**config.mk**
```make
export PLATFORM = sky130hd
export DESIGN_NAME = rolling_antilag_controller
export DESIGN_NICKNAME = d
export VERILOG_FILES = /design/src/rtl/core/rolac_pkg.sv /design/src/rtl/core/rolac_cfg.sv /design/src/rtl/core/rolac_cond.sv /design/src/rtl/core/rolac_core.sv /design/src/rtl/core/rolling_antilag_controller.sv
export SDC_FILE = /design/constraint.sdc
export NUM_CORES = 1
export LEC_CHECK = 0
export ABC_AREA = 1
export BUFFER_PORTS_ARGS = -buffer_cell sky130_fd_sc_hd__buf_4
export CAP_MARGIN = 20
export CORE_UTILIZATION = 50
export DETAILED_ROUTE_END_ITERATION = 8
export GPL_ROUTABILITY_DRIVEN = 0
export PLACE_DENSITY = 0.69
export SLEW_MARGIN = 20
export SYNTH_ARGS = -nofsm -noshare
export SYNTH_HDL_FRONTEND = slang
export SYNTH_SLANG_ARGS = --single-unit
```
**constraint.sdc**
```tcl
create_clock -name clk -period 11.14 [get_ports clk]
set_clock_uncertainty 0.1 [all_clocks]
set_input_delay 1.671 -clock clk [delete_from_list [all_inputs] [get_ports clk]]
set_output_delay 1.671 -clock clk [all_outputs]
set_load 0.02 [all_outputs]
```
**src/rtl/core/rolac_pkg.sv**
```systemverilog
package rolac_pkg;

  typedef enum logic [2:0] {
    REG_RPM_WINDOW        = 3'd0,
    REG_SPEED_WINDOW      = 3'd1,
    REG_GEAR_AND_THROTTLE = 3'd2,
    REG_WOT_MEMORY_MS     = 3'd3,
    REG_MAX_ACTIVE_MS     = 3'd4,
    REG_COOLANT_LIMIT     = 3'd5,
    REG_BOOST_LIMIT       = 3'd6,
    REG_CONTROL_WORD      = 3'd7
  } cfg_reg_t;

  localparam int unsigned CFG_DATA_W = 32;
  localparam int unsigned CFG_IDX_W  = 3;

  localparam logic [31:0] RPM_WINDOW_RST        = 32'd458755000;
  localparam logic [31:0] SPEED_WINDOW_RST      = 32'd78643500;
  localparam logic [31:0] GEAR_AND_THROTTLE_RST = 32'd503972866;
  localparam logic [31:0] WOT_MEMORY_MS_RST     = 32'd2000;
  localparam logic [31:0] MAX_ACTIVE_MS_RST     = 32'd3000;
  localparam logic [15:0] COOLANT_LIMIT_RST     = 16'd1050;
  localparam logic [15:0] BOOST_LIMIT_RST       = 16'd150;
  localparam logic [23:0] CONTROL_WORD_RST      = 24'd1640960;

  localparam logic [7:0] WOT_THROTTLE = 8'd95;
  localparam logic [7:0] CUT_ALL      = 8'd100;
  localparam logic [7:0] CUT_QUARTER  = 8'd25;
  localparam logic [7:0] CUT_HALF     = 8'd50;
  localparam logic [1:0] PHASE_LAST   = 2'd3;

  typedef struct packed {
    logic [31:0]        rpm_window;
    logic [31:0]        speed_window;
    logic [31:0]        gear_and_throttle;
    logic [31:0]        wot_memory_ms;
    logic [31:0]        max_active_ms;
    logic signed [15:0] coolant_limit;
    logic [15:0]        boost_limit;
    logic [23:0]        control_word;
  } cfg_t;

  typedef struct packed {
    logic [15:0]        engine_rpm;
    logic [7:0]         throttle_pct;
    logic [15:0]        road_speed;
    logic [7:0]         gear_number;
    logic [15:0]        boost_level;
    logic signed [15:0] water_temp;
    logic [31:0]        now_ms;
  } sample_t;

  typedef struct packed {
    logic               is_active;
    logic               conditions_ok;
    logic               wot_remembered;
    logic signed [7:0]  timing_adjust;
    logic               cut_fuel;
    logic [31:0]        active_duration_ms;
    logic [31:0]        activation_total;
    logic [31:0]        active_time_total;
  } result_t;

endpackage

```
**src/rtl/core/rolac_cfg.sv**
```systemverilog
module rolac_cfg (
  input  logic                                clk,
  input  logic                                rst,
  input  logic                                cfg_write,
  input  logic [rolac_pkg::CFG_IDX_W-1:0]     cfg_index,
  input  logic [rolac_pkg::CFG_DATA_W-1:0]    cfg_data,
  output rolac_pkg::cfg_t                     cfg
);

  always_ff @(posedge clk) begin
    if (rst) begin
      cfg.rpm_window        <= rolac_pkg::RPM_WINDOW_RST;
      cfg.speed_window      <= rolac_pkg::SPEED_WINDOW_RST;
      cfg.gear_and_throttle <= rolac_pkg::GEAR_AND_THROTTLE_RST;
      cfg.wot_memory_ms     <= rolac_pkg::WOT_MEMORY_MS_RST;
      cfg.max_active_ms     <= rolac_pkg::MAX_ACTIVE_MS_RST;
      cfg.coolant_limit     <= rolac_pkg::COOLANT_LIMIT_RST;
      cfg.boost_limit       <= rolac_pkg::BOOST_LIMIT_RST;
      cfg.control_word      <= rolac_pkg::CONTROL_WORD_RST;
    end else if (cfg_write) begin
      unique case (rolac_pkg::cfg_reg_t'(cfg_index))
        rolac_pkg::REG_RPM_WINDOW:        cfg.rpm_window        <= cfg_data;
        rolac_pkg::REG_SPEED_WINDOW:      cfg.speed_window      <= cfg_data;
        rolac_pkg::REG_GEAR_AND_THROTTLE: cfg.gear_and_throttle <= cfg_data;
        rolac_pkg::REG_WOT_MEMORY_MS:     cfg.wot_memory_ms     <= cfg_data;
        rolac_pkg::REG_MAX_ACTIVE_MS:     cfg.max_active_ms     <= cfg_data;
        rolac_pkg::REG_COOLANT_LIMIT:     cfg.coolant_limit     <= $signed(cfg_data[15:0]);
        rolac_pkg::REG_BOOST_LIMIT:       cfg.boost_limit       <= cfg_data[15:0];
        rolac_pkg::REG_CONTROL_WORD:      cfg.control_word      <= cfg_data[23:0];
      endcase
    end
  end

endmodule

```
**src/rtl/core/rolac_cond.sv**
```systemverilog
module rolac_cond (
  input  rolac_pkg::cfg_t    cfg,
  input  rolac_pkg::sample_t smp,
  input  logic               wot,
  input  logic               active,
  output logic               cond_ok
);

  logic [15:0] rpm_min, rpm_max, spd_min, spd_max;
  logic [7:0]  gear_min, gear_max, thr_limit;
  logic        rpm_ok, spd_ok, gear_ok, thr_ok, temp_ok, boost_ok;

  assign rpm_min  = cfg.rpm_window[15:0];
  assign rpm_max  = cfg.rpm_window[31:16];
  assign spd_min  = cfg.speed_window[15:0];
  assign spd_max  = cfg.speed_window[31:16];
  assign gear_min = cfg.gear_and_throttle[7:0];
  assign gear_max = cfg.gear_and_throttle[15:8];
  // hysteresis: the lift threshold switches once active
  assign thr_limit = active ? cfg.gear_and_throttle[31:24] : cfg.gear_and_throttle[23:16];

  assign rpm_ok   = (smp.engine_rpm >= rpm_min) && (smp.engine_rpm <= rpm_max);
  // a zero upper speed means no upper bound
  assign spd_ok   = (smp.road_speed >= spd_min) &&
                    ((spd_max == 16'd0) || (smp.road_speed <= spd_max));
  assign gear_ok  = (smp.gear_number >= gear_min) && (smp.gear_number <= gear_max);
  assign thr_ok   = smp.throttle_pct <= thr_limit;
  assign temp_ok  = smp.water_temp <= cfg.coolant_limit;
  assign boost_ok = smp.boost_level <= cfg.boost_limit;

  assign cond_ok = wot && rpm_ok && spd_ok && gear_ok && thr_ok && temp_ok && boost_ok;

endmodule

```
**src/rtl/core/rolac_core.sv**
```systemverilog
module rolac_core (
  input  logic                clk,
  input  logic                rst,
  input  rolac_pkg::cfg_t     cfg,
  input  rolac_pkg::sample_t  smp,
  input  logic                fire,
  output rolac_pkg::result_t  res
);

  logic        active, cond_flag, wot;
  logic [31:0] last_wot_stamp, activation_stamp, duration;
  logic [31:0] activation_count, active_time_acc;
  logic [1:0]  cut_phase;

  logic        active_next, cond_flag_next, wot_next;
  logic [31:0] last_wot_stamp_next, activation_stamp_next, duration_next;
  logic [31:0] activation_count_next, active_time_acc_next;
  logic [1:0]  cut_phase_next;

  logic        enable, cond_ok, acc_add, cut;
  logic [31:0] wot_age, active_age;
  logic [7:0]  retard, ratio;

  assign enable     = cfg.control_word[0];
  assign retard     = cfg.control_word[15:8];
  assign ratio      = cfg.control_word[23:16];
  assign wot_age    = smp.now_ms - last_wot_stamp;
  assign active_age = smp.now_ms - activation_stamp;

  always_comb begin
    wot_next            = wot;
    last_wot_stamp_next = last_wot_stamp;
    if (smp.throttle_pct >= rolac_pkg::WOT_THROTTLE) begin
      wot_next            = 1'b1;
      last_wot_stamp_next = smp.now_ms;
    end else if (wot_age > cfg.wot_memory_ms) begin
      wot_next = 1'b0;
    end
  end

  rolac_cond u_cond (
    .cfg     (cfg),
    .smp     (smp),
    .wot     (wot_next),
    .active  (active),
    .cond_ok (cond_ok)
  );

  always_comb begin
    active_next           = active;
    cond_flag_next        = cond_flag;
    activation_stamp_next = activation_stamp;
    duration_next         = duration;
    activation_count_next = activation_count;
    cut_phase_next        = cut_phase;
    acc_add               = 1'b0;
    if (!enable) begin
      if (active) begin
        acc_add               = 1'b1;
        active_next           = 1'b0;
        cond_flag_next        = 1'b0;
        activation_stamp_next = '0;
        duration_next         = '0;
      end
    end else begin
      cond_flag_next = cond_ok;
      cut_phase_next = cut_phase + 2'd1;
      if (cond_ok && !active) begin
        activation_count_next = activation_count + 32'd1;
        duration_next         = '0;
        if (cfg.max_active_ms == 32'd0) begin
          // counted, then forced off in the same request
          cond_flag_next        = 1'b0;
          activation_stamp_next = '0;
        end else begin
          active_next           = 1'b1;
          activation_stamp_next = smp.now_ms;
        end
      end else if (!cond_ok && active) begin
        acc_add               = 1'b1;
        active_next           = 1'b0;
        activation_stamp_next = '0;
        duration_next         = '0;
      end else if (cond_ok && active) begin
        if (active_age >= cfg.max_active_ms) begin
          acc_add               = 1'b1;
          active_next           = 1'b0;
          cond_flag_next        = 1'b0;
          activation_stamp_next = '0;
          duration_next         = '0;
        end else begin
          duration_next = active_age;
        end
      end
    end
    active_time_acc_next = acc_add ? active_time_acc + active_age : active_time_acc;
  end

  // cut pattern on the advanced phase
  always_comb begin
    cut = 1'b0;
    if (active_next && (ratio != 8'd0)) begin
      if (ratio >= rolac_pkg::CUT_ALL) begin
        cut = 1'b1;
      end else if (ratio <= rolac_pkg::CUT_QUARTER) begin
        cut = (cut_phase_next == 2'd0);
      end else if (ratio <= rolac_pkg::CUT_HALF) begin
        cut = ~cut_phase_next[0];
      end else begin
        cut = (cut_phase_next != rolac_pkg::PHASE_LAST);
      end
    end
  end

  always_comb begin
    res.is_active          = active_next;
    res.conditions_ok      = cond_flag_next;
    res.wot_remembered     = enable ? wot_next : wot;
    res.timing_adjust      = active_next ? $signed(8'd0 - retard) : 8'sd0;
    res.cut_fuel           = cut;
    res.active_duration_ms = duration_next;
    res.activation_total   = activation_count_next;
    res.active_time_total  = active_time_acc_next;
  end

  always_ff @(posedge clk) begin
    if (rst) begin
      active           <= 1'b0;
      cond_flag        <= 1'b0;
      wot              <= 1'b0;
      last_wot_stamp   <= '0;
      activation_stamp <= '0;
      duration         <= '0;
      activation_count <= '0;
      active_time_acc  <= '0;
      cut_phase        <= '0;
    end else if (fire) begin
      active           <= active_next;
      cond_flag        <= cond_flag_next;
      activation_stamp <= activation_stamp_next;
      duration         <= duration_next;
      activation_count <= activation_count_next;
      active_time_acc  <= active_time_acc_next;
      cut_phase        <= cut_phase_next;
      if (enable) begin
        wot            <= wot_next;
        last_wot_stamp <= last_wot_stamp_next;
      end
    end
  end

  ap_phase_hold: assert property (@(posedge clk) disable iff (rst)
    fire && !enable |=> $stable(cut_phase))
    else $error("cut phase moved on a disabled request");

  ap_inactive_clear: assert property (@(posedge clk) disable iff (rst)
    !active |-> (duration == 32'd0) && (activation_stamp == 32'd0 || !active))
    else $error("duration held while inactive");

  ap_active_cond: assert property (@(posedge clk) disable iff (rst)
    active |-> cond_flag && wot)
    else $error("active without conditions or full-throttle memory");

endmodule

```
**src/rtl/core/rolling_antilag_controller.sv**
```systemverilog
// Channel  Direction  Handshake            Payload
// in       into block in_valid / in_stall   engine_rpm throttle_pct road_speed gear_number
//                                            boost_level water_temp now_ms
// out      from block out_valid / out_stall is_active conditions_ok wot_remembered
//                                            timing_adjust cut_fuel active_duration_ms
//                                            activation_total active_time_total
// cfg      into block cfg_write             cfg_index cfg_data
//
// One request per cycle sustained while out does not stall; a taken request passes the input
// register, then the result register. All decision logic sits between those registers.
// Synchronous reset loads the register defaults and clears all controller state.
// A stall on out holds the result register; in stalls only while the input register is full
// and the result register cannot move.
module rolling_antilag_controller (
  input  logic                              clk,
  input  logic                              rst,
  input  logic                              cfg_write,
  input  logic [rolac_pkg::CFG_IDX_W-1:0]   cfg_index,
  input  logic [rolac_pkg::CFG_DATA_W-1:0]  cfg_data,
  input  logic                              in_valid,
  output logic                              in_stall,
  input  logic [15:0]                       engine_rpm,
  input  logic [7:0]                        throttle_pct,
  input  logic [15:0]                       road_speed,
  input  logic [7:0]                        gear_number,
  input  logic [15:0]                       boost_level,
  input  logic signed [15:0]                water_temp,
  input  logic [31:0]                       now_ms,
  output logic                              out_valid,
  input  logic                              out_stall,
  output logic                              is_active,
  output logic                              conditions_ok,
  output logic                              wot_remembered,
  output logic signed [7:0]                 timing_adjust,
  output logic                              cut_fuel,
  output logic [31:0]                       active_duration_ms,
  output logic [31:0]                       activation_total,
  output logic [31:0]                       active_time_total
);

  rolac_pkg::cfg_t    cfg;
  rolac_pkg::sample_t smp;
  rolac_pkg::result_t res, res_q;
  logic               smp_valid, advance, fire;

  rolac_cfg u_cfg (
    .clk       (clk),
    .rst       (rst),
    .cfg_write (cfg_write),
    .cfg_index (cfg_index),
    .cfg_data  (cfg_data),
    .cfg       (cfg)
  );

  assign advance  = !out_valid || !out_stall;
  assign fire     = smp_valid && advance;
  assign in_stall = smp_valid && !advance;

  always_ff @(posedge clk) begin
    if (rst) begin
      smp_valid <= 1'b0;
    end else if (!in_stall) begin
      smp_valid <= in_valid;
    end
  end

  always_ff @(posedge clk) begin
    if (in_valid && !in_stall) begin
      smp.engine_rpm   <= engine_rpm;
      smp.throttle_pct <= throttle_pct;
      smp.road_speed   <= road_speed;
      smp.gear_number  <= gear_number;
      smp.boost_level  <= boost_level;
      smp.water_temp   <= water_temp;
      smp.now_ms       <= now_ms;
    end
  end

  rolac_core u_core (
    .clk  (clk),
    .rst  (rst),
    .cfg  (cfg),
    .smp  (smp),
    .fire (fire),
    .res  (res)
  );

  always_ff @(posedge clk) begin
    if (rst) begin
      out_valid <= 1'b0;
    end else if (advance) begin
      out_valid <= smp_valid;
    end
  end

  always_ff @(posedge clk) begin
    if (fire) begin
      res_q <= res;
    end
  end

  assign is_active          = res_q.is_active;
  assign conditions_ok      = res_q.conditions_ok;
  assign wot_remembered     = res_q.wot_remembered;
  assign timing_adjust      = res_q.timing_adjust;
  assign cut_fuel           = res_q.cut_fuel;
  assign active_duration_ms = res_q.active_duration_ms;
  assign activation_total   = res_q.activation_total;
  assign active_time_total  = res_q.active_time_total;

  ap_idle_result: assert property (@(posedge clk) disable iff (rst)
    out_valid && !is_active |->
      (active_duration_ms == 32'd0) && (timing_adjust == 8'sd0) && !cut_fuel)
    else $error("inactive result carries retard, cut or duration");

  ap_active_result: assert property (@(posedge clk) disable iff (rst)
    out_valid && is_active |-> conditions_ok && wot_remembered)
    else $error("active result without conditions");

  ap_no_drop: assert property (@(posedge clk) disable iff (rst)
    out_valid && out_stall |=> out_valid && $stable(res_q))
    else $error("result lost under stall");

endmodule

```
==> metrics.md <==
| Metric | Value |
|---|---|
| Setup TNS | `0 ps` |
| Ant. Diodes | `0` |
| Run status | `complete, no violations` |
| Root Buffer Master | `sky130_fd_sc_hd__clkbuf_16` |
| Setup Fix Bufs, Post-CTS | `0` |
| Starting density of the core | `50.5%` |
| Cell area after synthesis | `0.0318 mm2` |
| Main flop type after synthesis | `sky130_fd_sc_hd__dfxtp_1` |
| Post-synth cell types | `53` |
| Setup crit start kind | `flop` |
| Number of enable-type register cells in the synthesized netlist | `between 200 and 250` |
| Cell Pwr Density | `around 150 mW/mm2` |
| Detailed-route vias per instance | `~5.4` |
| Clk pin slew, worst setup/hold paths | `roughly 60 ps` |
| Fraction of final layout cells with drive strength greater than 1 | `approximately a tenth` |
| CTS-repair resized insts | `0` |
| FF+latch count, synth | `between 500 and 600` |
| Relative max-transition margin | `around a quarter` |
| Final Slew Violations | `0` |
| Highest achievable clock rate | `approximately 150 MHz` |
| Leakage Power | `around 0.016 uW` |
| Count of non-filler cells in the finished layout | `~5k` |
| Count of placed standard cells including taps | `about 4.9k` |
| Met3 wire length | `about 5700 um` |
| Total length of routed met2 wires | `just over 40000 um` |
| Max Cap Viol | `0` |
| Floorplan die width | `approximately 250 um` |
| Fraction of the yosys area taken by sequential cells | `roughly 44%` |
| Die outline area | `around 0.065 mm2` |
| Mean instance size in the synthesized netlist | `a little over 8 um2` |
| Area growth from synthesis to final layout | `15.6%` |
| Most used cell along the critical path | `sky130_fd_sc_hd__nand2_1` |
| Transition time at the pin with the least slew margin | `around 1200 ps` |
| Clock H-tree levels | `3` |
| Final Hold Viols | `0` |
| Final instance area | `0.0368 mm2` |
| Unrepaired setup endpoints after global routing | `no` |
| Wire per inst | `~18 um` |
| Final critical path time including I/O delays and setup | `roughly 7000 ps` |
| Leftover overflow at the end of global routing | `0` |
| Final standard cell utilization of the core | `58.4%` |
| Antenna violations before repair | `1` |
| Final cycle utilization of the critical path | `around 62%` |
| Total clock buffers created by CTS | `66` |
| First-pass GRT wire length | `about 140000 um` |
| Wire length after detailed routing | `88300 um` |
| Crit path max fanout | `35` |
| Maximum clock path buffer count | `3` |
| Critical path start-end classification | `reg -> reg` |
| Worst EP required | `between 10000 and 15000 ps` |
| Global router's overall resource usage | `roughly 27%` |
| Skew-Pair Late Insertion Delay | `around 620 ps` |
| Max layer used | `met5` |
| # port buffers | `between 200 and 300` |
| Post-cts hold buffer count | `0` |
| Slowest stage cell on the critical path | `sky130_fd_sc_hd__inv_2` |
| Maximum single-stage delay on the critical path | `600 ps` |
| Cell count after synthesis | `between 3k and 4k` |
| CTS tree | `built` |
| Number of iterations in the first detailed-routing pass | `5` |
| Total number of placement rows | `between 90 and 100` |
| Number of global-route vias before repair | `about 25k` |
| Detail Placement HPWL | `62900 um` |
| Number of setup violations in the final report | `0` |
| Count of pins on the block boundary | `~260` |
| Number of clock sinks seen by CTS | `roughly 600` |
| Number of warnings printed during yosys synthesis | `0` |
| Vias post-DR | `26.9k` |
| Synth Net Count | `4314` |
| Largest net degree at the start of global routing | `between 200 and 250` |
| HP Class | `reg -> reg` |
| Antenna-violating nets left | `0` |
| Peak ir drop on the vdd network | `0.109 mV` |
| FFs w/ async S/R, synth | `0%` |
| Worst hold slack | `roughly 360 ps` |
| Routed length on met1 | `39200 um` |
| Net count of the finished layout | `about 4.5k` |
| Total placed instance area | `0.0345 mm2` |
| Initial drt markers | `about 2.0k` |
| Floorplan core area | `approximately 0.063 mm2` |
| Y dimension of the die | `about 250 um` |
| Arrival time worst endpoint | `approximately 7300 ps` |
| DRC violations left | `0` |
| Kind of end point of the critical path | `flop` |
## placed cells by master, fill, tap and decap left out, types with 13 or more instances in the layout
cell type	count
sky130_fd_sc_hd__inv_1	520
sky130_fd_sc_hd__nor4_1	15
sky130_fd_sc_hd__nor3_1	35
sky130_fd_sc_hd__buf_4	289
sky130_fd_sc_hd__nor2_1	277
sky130_fd_sc_hd__nand4_1	41
sky130_fd_sc_hd__ha_1	282
sky130_fd_sc_hd__clkbuf_16	67
sky130_fd_sc_hd__dfxtp_1	376
sky130_fd_sc_hd__a21oi_1	469
sky130_fd_sc_hd__nand3_1	123
sky130_fd_sc_hd__edfxtp_1	220
sky130_fd_sc_hd__o21bai_1	35
sky130_fd_sc_hd__o211ai_1	54
sky130_fd_sc_hd__a21o_1	13
sky130_fd_sc_hd__nand2_1	651
sky130_fd_sc_hd__o21ai_0	387
sky130_fd_sc_hd__o21a_1	15
sky130_fd_sc_hd__xnor2_1	22
sky130_fd_sc_hd__clkinv_1	13
sky130_fd_sc_hd__xor2_1	94
## state kept, by name, indices dropped and copies added, names as in the netlist, 2 cells and up
register / count
u_core.cut_phase: 2
u_core.activation_stamp: 32
activation_total: 32
smp: 112
active_duration_ms: 32
u_core.active_time_acc: 32
timing_adjust: 8
u_core.activation_count: 32
active_time_total: 32
u_core.duration: 32
u_core.last_wot_stamp: 32
u_cfg.cfg: 209
## cells by family after synthesis
logic type | Yosys count | share of synthesized area [%]
simple gates | 1169 | 15.3
compound gates | 1035 | 17.6
flops | 596 | 44.5
mux | 7 | 0.220
fa+ha+maj | 285 | 11.3
buf+inv | 669 | 7.96
xor+xnor | 116 | 3.20
## per-stage QoR
stage | worst slack (ps) | total power [uW]
floorplan | 5140 | 3070
global placement | 4540 | 3400
detailed placement | 4410 | 3410
CTS | 4350 | 5660
global route | 3640 | 5870
finish | 4250 | 5630
## synthesized netlist by cell type (5+ instances only)
cell type	number	area share, %
sky130_fd_sc_hd__xnor2_1	22	0.61
sky130_fd_sc_hd__a31oi_1	6	0.12
sky130_fd_sc_hd__o22ai_1	12	0.24
sky130_fd_sc_hd__o21bai_1	35	0.83
sky130_fd_sc_hd__buf_1	8	0.094
sky130_fd_sc_hd__edfxtp_1	220	21
sky130_fd_sc_hd__o211ai_1	54	1.3
sky130_fd_sc_hd__nor3_1	35	0.55
sky130_fd_sc_hd__mux2i_1	7	0.22
sky130_fd_sc_hd__or2_2	5	0.098
sky130_fd_sc_hd__nor2_1	279	3.3
sky130_fd_sc_hd__dfxtp_1	376	24
sky130_fd_sc_hd__o21ai_0	387	6.1
sky130_fd_sc_hd__clkbuf_1	123	1.5
sky130_fd_sc_hd__nand4_1	41	0.81
sky130_fd_sc_hd__ha_1	282	11
sky130_fd_sc_hd__a21oi_1	469	7.4
sky130_fd_sc_hd__buf_2	9	0.14
sky130_fd_sc_hd__o21ai_1	10	0.16
sky130_fd_sc_hd__nand3_1	123	1.9
sky130_fd_sc_hd__o21a_1	15	0.35
sky130_fd_sc_hd__xor2_1	94	2.6
sky130_fd_sc_hd__nor4_1	15	0.30
sky130_fd_sc_hd__nand2_1	651	7.7
sky130_fd_sc_hd__a22oi_1	12	0.28
sky130_fd_sc_hd__inv_1	524	6.2
sky130_fd_sc_hd__a211oi_1	5	0.12
sky130_fd_sc_hd__a21o_1	13	0.31
## worst max-delay path: cells and delay by family, from the launching register on
kind / cells / cell delay [ps]
AO/OA/AOI/OAI: 4 / 510
XOR/XNOR: 2 / 310
adder cells (fa/ha/maj): 3 / 1100
flip-flops: 1 / 440
buffers and inverters: 5 / 930
AND/OR/NAND/NOR: 21 / 3360
## report_power, final
group	switching, uW	leakage [uW]	internal, uW
Combinational	621	0.00947	335
Sequential	58.4	0.00519	2370
Clock	937	0.00109	1310
## worst paths after layout
kind / startpoint / to / slack [ps] / cells after the start
worst min-delay path: u_core.last_wot_stamp[24]$_SDFFE_PP0P_ / u_core.last_wot_stamp[24]$_SDFFE_PP0P_ / 360 / 2
worst max-delay path: smp[14]$_DFFE_PP_ / u_core.activation_count[29]$_SDFFE_PP0P_ / 4250 / 35
worst min register to register: u_core.last_wot_stamp[24]$_SDFFE_PP0P_ / u_core.last_wot_stamp[24]$_SDFFE_PP0P_ / 360 / 2
worst max register to register: smp[14]$_DFFE_PP_ / u_core.activation_count[29]$_SDFFE_PP0P_ / 4250 / 35
## cell type report
cell class	instances	area [um2]
Clock buffer	81	1770
Clock inverter	41	470
Fill cell	5697	26200
Inverter	527	1990
Multi-Input combinational cell	2612	15100
Sequential cell	596	14100
Tap cell	846	1060
Timing Repair Buffer	290	2190
## layer usage
metal / global-route usage [%] / vias to the layer above
met5: 0 / -
met4: 10.2 / 4
met3: 3.98 / 160
met2: 43.9 / 830
met1: 36.3 / 12375
li1: - / 13502
Power figures use the tool's default switching activity.
